### src/bbc_pkg.sv
// types, constants and decode functions of the bracket balance checker
// no dependencies
`default_nettype none

package bbc_pkg;

   localparam int MAX_DEPTH = 64;
   localparam int DEPTH_W   = $clog2(MAX_DEPTH + 1);
   localparam int CHAR_W    = 8;
   localparam int VERDICT_W = 3;
   localparam int NEST_W    = 7;

   typedef enum logic [1:0] {
      KIND_ROUND  = 2'd0,
      KIND_SQUARE = 2'd1,
      KIND_CURLY  = 2'd2,
      KIND_NONE   = 2'd3
   } kind_type;

   typedef enum logic [VERDICT_W-1:0] {
      VERDICT_OK       = 3'd0,
      VERDICT_MISMATCH = 3'd1,
      VERDICT_EMPTY    = 3'd2,
      VERDICT_UNCLOSED = 3'd3,
      VERDICT_OVERFLOW = 3'd4
   } verdict_type;

   // one step of the stack row
   typedef struct packed {
      logic     push;
      logic     pop;
      kind_type kind;
   } stack_op_type;

   // one result word
   typedef struct packed {
      logic                 done_res;
      logic [VERDICT_W-1:0] verdict;
      logic [NEST_W-1:0]    nesting_depth;
   } rsp_word_type;

   function automatic kind_type opener_kind(input logic [CHAR_W-1:0] c);
      kind_type k;
      unique case (c)
         8'h28:   k = KIND_ROUND;
         8'h5B:   k = KIND_SQUARE;
         8'h7B:   k = KIND_CURLY;
         default: k = KIND_NONE;
      endcase
      return k;
   endfunction

   function automatic kind_type closer_kind(input logic [CHAR_W-1:0] c);
      kind_type k;
      unique case (c)
         8'h29:   k = KIND_ROUND;
         8'h5D:   k = KIND_SQUARE;
         8'h7D:   k = KIND_CURLY;
         default: k = KIND_NONE;
      endcase
      return k;
   endfunction

endpackage

`default_nettype wire

### src/bbc_intf.sv
// request and response channel interfaces of the bracket balance checker
// depends on bbc_pkg
`default_nettype none

interface bbc_req_if;
   logic                          valid;
   logic                          ready;
   logic [bbc_pkg::CHAR_W-1:0]    character;
   logic                          last_char;

   modport source (output valid, output character, output last_char, input ready);
   modport sink   (input valid, input character, input last_char, output ready);
endinterface

interface bbc_rsp_if;
   logic                          valid;
   logic                          ready;
   logic                          done_res;
   logic [bbc_pkg::VERDICT_W-1:0] verdict;
   logic [bbc_pkg::NEST_W-1:0]    nesting_depth;

   modport source (output valid, output done_res, output verdict, output nesting_depth,
                   input ready);
   modport sink   (input valid, input done_res, input verdict, input nesting_depth,
                   output ready);
endinterface

`default_nettype wire

### src/bbc_cell.sv
// one stack cell: holds one bracket kind, shifts with its neighbors
// depends on bbc_pkg
`default_nettype none

module bbc_cell (
   input  wire                    clock,
   input  bbc_pkg::stack_op_type  op,
   input  bbc_pkg::kind_type      from_above,
   input  bbc_pkg::kind_type      from_below,
   output bbc_pkg::kind_type      kind
);
   import bbc_pkg::*;

   kind_type kind_ff;
   kind_type kind_in;

   // push takes the shallower neighbor, pop the deeper one
   always_comb begin
      priority if (op.push) begin
         kind_in = from_above;
      end else if (op.pop) begin
         kind_in = from_below;
      end else begin
         kind_in = kind_ff;
      end
   end

   always_ff @(posedge clock) begin
      kind_ff <= kind_in;
   end

   assign kind = kind_ff;

endmodule

`default_nettype wire

### src/bbc_stack.sv
// bracket stack as a row of shifting cells, top of stack in cell 0
// depends on bbc_pkg, bbc_cell
`default_nettype none

module bbc_stack (
   input  wire                    clock,
   input  bbc_pkg::stack_op_type  op,
   output bbc_pkg::kind_type      top_kind
);
   import bbc_pkg::*;

   kind_type cell_kind [MAX_DEPTH];

   // row of cells, each fed by its two neighbors
   for (genvar i = 0; i < MAX_DEPTH; i++) begin : g_cell
      kind_type above;
      kind_type below;

      if (i == 0) begin : g_top
         assign above = op.kind;
      end else begin : g_mid
         assign above = cell_kind[i-1];
      end

      if (i == MAX_DEPTH - 1) begin : g_bottom
         assign below = KIND_NONE;
      end else begin : g_inner
         assign below = cell_kind[i+1];
      end

      bbc_cell u_cell (
         .clock      (clock),
         .op         (op),
         .from_above (above),
         .from_below (below),
         .kind       (cell_kind[i])
      );
   end

   assign top_kind = cell_kind[0];

endmodule

`default_nettype wire

### src/bbc_skid.sv
// output register with one skid entry on the response side
// depends on bbc_pkg
`default_nettype none

module bbc_skid (
   input  wire                    clock,
   input  wire                    reset,
   input  wire                    in_valid,
   input  bbc_pkg::rsp_word_type  in_word,
   output logic                   in_ready,
   output logic                   out_valid,
   output bbc_pkg::rsp_word_type  out_word,
   input  wire                    out_ready
);
   import bbc_pkg::*;

   logic         main_valid_ff, main_valid_in;
   logic         skid_valid_ff, skid_valid_in;
   rsp_word_type main_ff, main_in;
   rsp_word_type skid_ff, skid_in;
   logic         take;

   assign take = main_valid_ff & out_ready;

   // refill main from skid first, then from the new word
   always_comb begin
      main_valid_in = main_valid_ff;
      skid_valid_in = skid_valid_ff;
      main_in       = main_ff;
      skid_in       = skid_ff;
      priority if (skid_valid_ff) begin
         if (take) begin
            main_in       = skid_ff;
            skid_valid_in = 1'b0;
         end
      end else if (in_valid) begin
         if (!main_valid_ff || take) begin
            main_in       = in_word;
            main_valid_in = 1'b1;
         end else begin
            skid_in       = in_word;
            skid_valid_in = 1'b1;
         end
      end else if (take) begin
         main_valid_in = 1'b0;
      end
   end

   always_ff @(posedge clock) begin
      if (reset) begin
         main_valid_ff <= 1'b0;
         skid_valid_ff <= 1'b0;
      end else begin
         main_valid_ff <= main_valid_in;
         skid_valid_ff <= skid_valid_in;
      end
      main_ff <= main_in;
      skid_ff <= skid_in;
   end

   assign in_ready  = ~skid_valid_ff;
   assign out_valid = main_valid_ff;
   assign out_word  = main_ff;

endmodule

`default_nettype wire

### src/bracket_balance_checker_unit.sv
// Bracket balance checker for round, square and curly brackets.
// Request channel req_ch: one byte (character) per word, last_char marks the
// final byte of a string. Response channel rsp_ch: exactly one word per
// request word, in order: done_res (copy of last_char), verdict (0 ok,
// 1 mismatched closer, 2 closer on empty stack, 3 unclosed at end,
// 4 overflow) and nesting_depth (open brackets after this byte).
// Intermediate words carry the first error seen so far; on the last byte the
// verdict is final and the depth count and error clear for the next string.
// The response word is registered in the output register (bbc_skid).
// Throughput: one byte per cycle while req_ch.ready is high; the stack is a
// row of 64 cells that all shift up or down in the same cycle.
// Reset (synchronous) empties the stack count, clears the error and drops
// both output entries. When the receiver stalls, one more word lands in a
// skid entry and req_ch.ready falls until the receiver drains it.
// depends on bbc_pkg, bbc_intf, bbc_stack, bbc_cell, bbc_skid
`default_nettype none

module bracket_balance_checker_unit (
   input  wire          clock,
   input  wire          reset,
   bbc_req_if.sink      req_ch,
   bbc_rsp_if.source    rsp_ch
);
   import bbc_pkg::*;

   logic [DEPTH_W-1:0] depth_ff, depth_in, depth_next;
   verdict_type        err_ff, err_in, err_next;
   kind_type           open_k, close_k, top_kind;
   stack_op_type       op;
   rsp_word_type       word;
   logic               accept, in_ready, no_err, do_open, do_close;
   logic               overflow, empty_close;
   verdict_type        verdict;

   assign accept = req_ch.valid & in_ready;
   assign req_ch.ready = in_ready;

   // decode the byte
   assign open_k   = opener_kind(req_ch.character);
   assign close_k  = closer_kind(req_ch.character);
   assign no_err   = (err_ff == VERDICT_OK);
   assign do_open  = no_err & (open_k != KIND_NONE);
   assign do_close = no_err & (close_k != KIND_NONE);

   assign overflow    = do_open & (depth_ff == DEPTH_W'(MAX_DEPTH));
   assign empty_close = do_close & (depth_ff == '0);

   // stack step
   assign op.push = accept & do_open & ~overflow;
   assign op.pop  = accept & do_close & ~empty_close;
   assign op.kind = open_k;

   bbc_stack u_stack (
      .clock    (clock),
      .op       (op),
      .top_kind (top_kind)
   );

   // next depth and sticky error
   always_comb begin
      priority if (op.push) begin
         depth_next = depth_ff + DEPTH_W'(1);
      end else if (op.pop) begin
         depth_next = depth_ff - DEPTH_W'(1);
      end else begin
         depth_next = depth_ff;
      end

      priority if (overflow) begin
         err_next = VERDICT_OVERFLOW;
      end else if (empty_close) begin
         err_next = VERDICT_EMPTY;
      end else if (do_close && top_kind != close_k) begin
         err_next = VERDICT_MISMATCH;
      end else begin
         err_next = err_ff;
      end

      if (req_ch.last_char && err_next == VERDICT_OK && depth_next != '0) begin
         verdict = VERDICT_UNCLOSED;
      end else begin
         verdict = err_next;
      end

      depth_in = depth_ff;
      err_in   = err_ff;
      if (accept) begin
         if (req_ch.last_char) begin
            depth_in = '0;
            err_in   = VERDICT_OK;
         end else begin
            depth_in = depth_next;
            err_in   = err_next;
         end
      end
   end

   always_ff @(posedge clock) begin
      if (reset) begin
         depth_ff <= '0;
         err_ff   <= VERDICT_OK;
      end else begin
         depth_ff <= depth_in;
         err_ff   <= err_in;
      end
   end

   // result word into the output register
   assign word.done_res      = req_ch.last_char;
   assign word.verdict       = verdict;
   assign word.nesting_depth = NEST_W'(depth_next);

   rsp_word_type out_word;

   bbc_skid u_skid (
      .clock     (clock),
      .reset     (reset),
      .in_valid  (accept),
      .in_word   (word),
      .in_ready  (in_ready),
      .out_valid (rsp_ch.valid),
      .out_word  (out_word),
      .out_ready (rsp_ch.ready)
   );

   assign rsp_ch.done_res      = out_word.done_res;
   assign rsp_ch.verdict       = out_word.verdict;
   assign rsp_ch.nesting_depth = out_word.nesting_depth;

endmodule

`default_nettype wire

### src/flat_wrapper.sv
// flat-port wrapper written by rule: the top's interface ports become plain ports
module bracket_balance_checker_unit_flat import bbc_pkg::*;
  (clock, reset, req_ch_valid, req_ch_character, req_ch_last_char, req_ch_ready, rsp_ch_valid, rsp_ch_done_res, rsp_ch_verdict, rsp_ch_nesting_depth, rsp_ch_ready);
  bbc_req_if req_ch_i ();
  bbc_rsp_if rsp_ch_i ();
  input  wire clock;
  input  wire reset;
  input wire logic [$bits(req_ch_i.valid)-1:0] req_ch_valid;
  input wire logic [$bits(req_ch_i.character)-1:0] req_ch_character;
  input wire logic [$bits(req_ch_i.last_char)-1:0] req_ch_last_char;
  output wire logic [$bits(req_ch_i.ready)-1:0] req_ch_ready;
  output wire logic [$bits(rsp_ch_i.valid)-1:0] rsp_ch_valid;
  output wire logic [$bits(rsp_ch_i.done_res)-1:0] rsp_ch_done_res;
  output wire logic [$bits(rsp_ch_i.verdict)-1:0] rsp_ch_verdict;
  output wire logic [$bits(rsp_ch_i.nesting_depth)-1:0] rsp_ch_nesting_depth;
  input wire logic [$bits(rsp_ch_i.ready)-1:0] rsp_ch_ready;
  assign req_ch_i.valid = req_ch_valid;
  assign req_ch_i.character = req_ch_character;
  assign req_ch_i.last_char = req_ch_last_char;
  assign req_ch_ready = req_ch_i.ready;
  assign rsp_ch_valid = rsp_ch_i.valid;
  assign rsp_ch_done_res = rsp_ch_i.done_res;
  assign rsp_ch_verdict = rsp_ch_i.verdict;
  assign rsp_ch_nesting_depth = rsp_ch_i.nesting_depth;
  assign rsp_ch_i.ready = rsp_ch_ready;
  bracket_balance_checker_unit u_core (.clock(clock), .reset(reset), .req_ch(req_ch_i), .rsp_ch(rsp_ch_i));
endmodule
### config.mk
export PLATFORM = sky130hd
export DESIGN_NAME = bracket_balance_checker_unit_flat
export DESIGN_NICKNAME = d
export VERILOG_FILES = /design/src/bbc_pkg.sv /design/src/bbc_intf.sv /design/src/bbc_cell.sv /design/src/bbc_stack.sv /design/src/bbc_skid.sv /design/src/bracket_balance_checker_unit.sv /design/src/flat_wrapper.sv
export SDC_FILE = /design/constraint.sdc
export NUM_CORES = 1
export LEC_CHECK = 0
export BUFFER_PORTS_ARGS = -buffer_cell sky130_fd_sc_hd__buf_2
export CAP_MARGIN = 20
export CORE_UTILIZATION = 25
export DETAILED_ROUTE_END_ITERATION = 12
export PLACE_DENSITY_LB_ADDON = 0.15
export SYNTH_ARGS = -nofsm -noshare
export SYNTH_HDL_FRONTEND = slang
export SYNTH_SLANG_ARGS = --single-unit
### constraint.sdc
create_clock -name clock -period 3.75 [get_ports clock]
set_input_delay 0.375 -clock clock [delete_from_list [all_inputs] [get_ports clock]]
set_output_delay 0.375 -clock clock [all_outputs]
set_load 0.03 [all_outputs]
==> metrics.txt, run 1 <==
Worst path depth 11; async set-reset flop share out of synthesis 0%; mux cell area share after synthesis 20.5%; share of layout cells above drive strength 1 39.5%; Crit Path Class register to register; Peak supply drop 0.000274 V; slowest stage cell, crit path nor3b_1; DRC viols 0; Worst Max-Slew Pin Slew 0.689 ns; PD cells 463 nW/um^2; die height 173 um; clk buf depth 2; DRT iter0 DRCs 347; #FFs+latches synth 162; syn avg cell area 15.2 um^2; first-pass GRT wire length 22200 um; Rel. slew slack 54.0%; Nets 518; RSZ-0062 raised after global routing false; Die Width 173 um; CP top delay family simple AND/OR/NAND/NOR gates; maximum number of pins on one net before global-route repair 131; number of clock sinks 162; CTS tree built; routability congestion estimate 0.763; CORE AREA 28800 um^2; Total Wirelength 13300 um; P_leak 2.72 nW; period utilization 85.1%; commonest non-fill, non-tap cell in the layout edfxtp_1; DP HPWL 8680 um; critical path launch point type register; WP data arrival 3.36 ns; Post-Syn Instances 482; clk_skew 0.0141 ns; IO Pins 26; CP Cell Sequence inv_1 > ha_1 > nor3b_1 > nand2_1 > nor2_1 > a221o_1 > inv_4 > a311o_1 > a21oi_1 > and3_4 > o41ai_2; CP max stage delay 0.54 ns; Worst Setup End Kind register; vias 4017; Port Buf Inserts 25; Initial Util 25.5%; Worst Hold Depth 2; largest family of logic cells by synthesized area multiplexers; xor/xnor share of the synthesized area 0.834%; Hold Slack 0.151 ns; Reg2Reg Depth 11; grt met1 use 11.2%; Compound-Gate Fraction of Synth Area 5.75%; num rows 62; CTS root buffer clkbuf_16; CTS Buf Count 17; overall power 3.97 mW; FMAX 0.313 GHz; post-synthesis cell type count 55; Worst-path clk slew 0.07 ns; Simple-Gate Fraction of Synth Area 6.11%; vias in the first global route 4265; Setup Viol. Count Final 0; worst path buffer plus inverter count 2; Clock Latency Late Sink 0.43 ns; commonest non-fill, non-tap cells in the layout edfxtp_1 (150), mux2_2 (132), buf_2 (25); Syn Nets 497; total gr overflow 0; drt first pass iters 6; diode count 0; GRT busiest layer met2; post-DR wirelength/cell 14.8 um; Max Cap Violations 0; setup TNS 0 ns; number of enable flip-flop cells after synthesis 150; Pins Over Slew Limit 0; Syn Std Cell Area 7350 um^2; Worst Hold Class primary input to register; Seq/Total Area, Yosys 64.6%; crit-path max FO 12; Syn-to-layout area delta 16.5%; Global Route Usage Sum 9.42%; initial antenna violation count 0; GR Util met3 2.57%; Adder-Cell Fraction of Synth Area 0.340%; met2 usage 15.5%; prevailing post-synth register cell edfxtp_1; hold violation total from the final report 0; outcome finished clean; Final min period 3.19 ns; post-cts repair resize count 0; fill cell count 2843; postcts setup bufs 0; CP required 3.92 ns; ANT nets after route 0; die footprint 30100 um^2; H-tree Lvls 4; # hold bufs at CTS 0; synthesis warning total 0; Via density 4.46
==> final cells by class <==
type | instances | area [um^2] | share of cell area (%)
flip-flops and latches | 162 | 4740 | 55.4
clock inverters | 13 | 211 | 2.47
repair buffers | 30 | 188 | 2.19
well taps | 384 | 480 | 5.61
multi-input cells | 285 | 2480 | 28.9
clock buffers | 19 | 433 | 5.06
inverters | 7 | 28.8 | 0.336
==> final timing paths <==
path,from,end,slack (ns)
setup / recovery,u_core.depth_ff[0],u_core.u_skid.out_word[8],0.56
hold / removal,rsp_ch_ready,u_core.u_skid.skid_valid_ff,0.15
setup reg to reg,u_core.depth_ff[0],u_core.u_skid.out_word[8],0.56
hold reg to reg,u_core.u_stack.g_cell[62].u_cell.kind[1],u_core.u_stack.g_cell[63].u_cell.kind[1],0.53
==> state kept, by name, summed over array words and instances (netlist names) <==
name and cells:
u_core.u_skid.skid_valid_ff 1, u_core.u_skid.out_valid 1, u_core.u_skid.skid_ff 11, u_core.depth_ff 7
u_core.err_ff 3, u_core.u_stack.g_cell.u_cell.kind 128, u_core.u_skid.out_word 11
==> cell usage after synthesis (2+ instances only) <==
| cell | n | area [um^2] |
|---|---|---|
| nor4_1 | 2 | 12.5 |
| mux2i_1 | 2 | 20.0 |
| a21oi_1 | 13 | 65.1 |
| o21ai_0 | 8 | 40.0 |
| ha_1 | 2 | 25.0 |
| and3_1 | 3 | 18.8 |
| a31oi_1 | 2 | 12.5 |
| or3_1 | 2 | 12.5 |
| clkbuf_1 | 25 | 93.8 |
| inv_1 | 6 | 22.5 |
| nor3_1 | 11 | 55.1 |
| nand2_1 | 17 | 63.8 |
| nand4_1 | 4 | 25.0 |
| or2_2 | 3 | 18.8 |
| a22oi_1 | 7 | 52.6 |
| mux2_2 | 132 | 1490 |
| nor3b_1 | 3 | 22.5 |
| o41ai_2 | 2 | 32.5 |
| edfxtp_1 | 150 | 4500 |
| xnor2_1 | 3 | 26.3 |
| nor2b_1 | 2 | 12.5 |
| nand2b_1 | 2 | 12.5 |
| dfxtp_1 | 12 | 240 |
| a21o_1 | 4 | 30.0 |
| xor2_1 | 4 | 35.0 |
| o31ai_1 | 2 | 15.0 |
| nand3_1 | 10 | 50.1 |
| nor2_1 | 18 | 67.6 |
| a211oi_1 | 5 | 37.5 |
==> per-stage QoR <==
step | area (um^2) | cells | util (%) | worst slack (ns)
CTS | 8560 | 900 | 29.8 | 0.596
global route | 8560 | 900 | 29.8 | 0.336
floorplan | 7350 | 482 | - | 0.407
finish | 8560 | 900 | 29.8 | 0.559
global placement | 7910 | 867 | 27.5 | 0.705
detailed placement | 7920 | 868 | 27.5 | 0.656
==> cells by family (layout without fill, tap and decap cells) <==
kind of cell               after synthesis  in the layout
and+or+nand+nor                         85             85
xor gates and xnor gates                 7              7
muxes                                  134            134
buffers and inverters                   35             69
AOI/OAI and AO/OA                       57             57
DFF                                    162            162
adders and majority gates                2              2
==> layer usage <==
metal	routed length (um)	part of all wire, %
met1	5950	45
met2	6650	50
met3	388	2.9
met4	354	2.7
met5	0	0
==> power by group <==
| group | total, mW | switching [mW] | internal, mW | leakage, nW |
|---|---|---|---|---|
| Clock | 1.90 | 0.712 | 1.18 | 0.305 |
| Combinational | 0.102 | 0.0698 | 0.0325 | 1.05 |
| Sequential | 1.97 | 0.00629 | 1.96 | 1.36 |
| Total | 3.97 | 0.788 | 3.18 | 2.72 |
Note: power is estimated with default switching activity, not from simulation.
==> run 2, diff against run 1 <==
--- a/config.mk
+++ b/config.mk
@@ -7,8 +7,9 @@
 export LEC_CHECK = 0
 export BUFFER_PORTS_ARGS = -buffer_cell sky130_fd_sc_hd__buf_2
 export CAP_MARGIN = 20
-export CORE_UTILIZATION = 25
+export CORE_UTILIZATION = 36
 export DETAILED_ROUTE_END_ITERATION = 12
+export GPL_ROUTABILITY_DRIVEN = 0
 export PLACE_DENSITY_LB_ADDON = 0.15
 export SYNTH_ARGS = -nofsm -noshare
 export SYNTH_HDL_FRONTEND = slang
==> run 2 against run 1 <==
Setup slack improved by 0.081 ns. Count of clock-buffer cells in the layout decreased by 2. Critical path type unchanged. Largest power group unchanged. Combinational power about the same. Critical endpoint is now u_core.u_skid.skid_ff[8]. Sequential share of layout area rose by 1.7 points.
==> metrics.txt, run 2 (synthesis gave the netlist of run 1 again) <==
outcome finished clean; Nets 518 (unchanged); PD cells 439 nW/um^2 (-5.2%); drt first pass iters 4 (-2); DP Area 7760 um^2 (-2.0%); Pins Over Slew Limit 0 (unchanged); Setup Viol. Count Final 0 (unchanged); maximum number of pins on one net before global-route repair 131 (unchanged); clk buf depth 2 (unchanged); die height 145 um (-16%); ANT nets after route 0 (unchanged); initial antenna violation count 0 (unchanged); Rel. slew slack 52.7% (-1.3 points); Clock Latency Late Sink 0.42 ns (about the same); crit-path max FO 11 (-1); # hold bufs at CTS 0 (unchanged); vias 3934 (-2.1%); H-tree Lvls 4 (unchanged); post-cts repair resize count 0 (unchanged); Worst Hold Class primary input to register; Max Cap Violations 0 (unchanged); Hold Slack 0.173 ns (+0.0228 ns); max reg flops 128 (unchanged); Port Buf Inserts 25 (unchanged); share of layout cells above drive strength 1 39.7% (+0.19 points); commonest non-fill, non-tap cells in the layout edfxtp_1 (150), mux2_2 (132), buf_2 (25); clk_skew 0.00890 ns (-0.00525 ns); die footprint 21000 um^2 (-30%); Crit Path Class register to register; FMAX 0.322 GHz (+2.6%); Non-Filler Instances 781 (-13%); number of clock sinks 162 (unchanged); Worst-path clk slew 0.07 ns (about the same); DRC viols 0 (unchanged); CTS Buf Count 17 (unchanged); first-pass GRT wire length 19800 um (-11%); total gr overflow 0 (unchanged); P_leak 2.67 nW (-1.7%); Via density 5.04 (+13%); Final Instance Area 8310 um^2 (-3.0%); CTS tree built; CTS root buffer clkbuf_16; Peak supply drop 0.000286 V (+4.4%); CP required 3.92 ns (about the same); Die Width 145 um (-16%); commonest non-fill, non-tap cell in the layout edfxtp_1; WP data arrival 3.28 ns (-0.08 ns); Worst Setup End Kind register; Syn-to-layout area delta 13.0%; CORE AREA 19700 um^2 (-31%); post-DR wirelength/cell 15.4 um (+4.1%); setup TNS 0 ns (unchanged); Global Route Usage Sum 12.3% (+2.9 points); period utilization 82.9% (-2.2 points); DP HPWL 7280 um (-16%); Worst Max-Slew Pin Slew 0.710 ns (+0.0201 ns); Initial Util 37.3% (+12 points); placed instance count 748 (-14%); hold violation total from the final report 0 (unchanged); Total Wirelength 12100 um (-9.6%); RSZ-0062 raised after global routing false; postcts setup bufs 0 (unchanged); vias in the first global route 3906 (-8.4%); Final min period 3.11 ns (-0.0812 ns); DRT iter0 DRCs 314 (-9.5%); IO Pins 26 (unchanged); Final Core Density 42.1% (+12 points); num rows 51 (-18%); diode count 0 (unchanged); critical path launch point type register
-- run 2: cell types whose count changed in the layout (fill, tap and decap cells not counted), sizes merged --
cell | previous run | this run
bufinv | 5 | 0
inv | 8 | 11
clkinv | 4 | 8
clkbuf | 19 | 17
-- run 2: final timing paths --
| kind | startpoint | to | slack [ns] | depth (start not counted) |
|---|---|---|---|---|
| max | u_core.depth_ff[0] | u_core.u_skid.skid_ff[8] | 0.64 | 11 |
| min | rsp_ch_ready | u_core.u_skid.skid_valid_ff | 0.17 | 2 |
| max reg2reg | u_core.depth_ff[0] | u_core.u_skid.skid_ff[8] | 0.64 | 11 |
| min reg2reg | u_core.u_skid.out_valid | u_core.u_skid.skid_valid_ff | 0.52 | 1 |
-- run 2: worst max-delay path, stage by stage, from the launching register on --
cell and delay [ns]:
dfxtp_1 0.39, inv_1 0.15, ha_1 0.21, nor3b_1 0.48
nand3_1 0.30, nand3_1 0.17, a221o_1 0.26, inv_4 0.10
a311o_1 0.27, a21oi_1 0.19, nand3_1 0.15, a21o_1 0.18
-- run 2: layout make-up --
| class | count | area [um^2] |
|---|---|---|
| tap | 265 | 332 |
| clock buffer | 17 | 425 |
| sequential | 162 | 4740 |
| clock inverter | 15 | 110 |
| inverter | 7 | 28.8 |
| multi-input combinational | 285 | 2480 |
| timing repair buffer | 30 | 188 |
| fill | 1808 | 11400 |
-- run 2: through the flow --
| step | power, mW | worst slack (ns) |
|---|---|---|
| after floorplan | 2.08 | 0.407 |
| after global placement | 2.11 | 0.709 |
| after detailed placement | 2.11 | 0.681 |
| after CTS | 3.70 | 0.662 |
| after global routing | 3.78 | 0.329 |
| final | 3.65 | 0.640 |
-- run 2: power by group --
group          internal, mW  switching (mW)
logic                0.0325          0.0682
registers              1.96         0.00636
clock network         0.852           0.725
-- run 2: layer usage --
layer | vias to the layer above | track usage (%) | wire (um)
li1 | 1911 | - | -
met1 | 1947 | 16.3 | 5920
met2 | 69 | 18.9 | 5650
met3 | 7 | 3.55 | 391
met4 | 0 | 5.10 | 99
met5 | - | 0 | 0
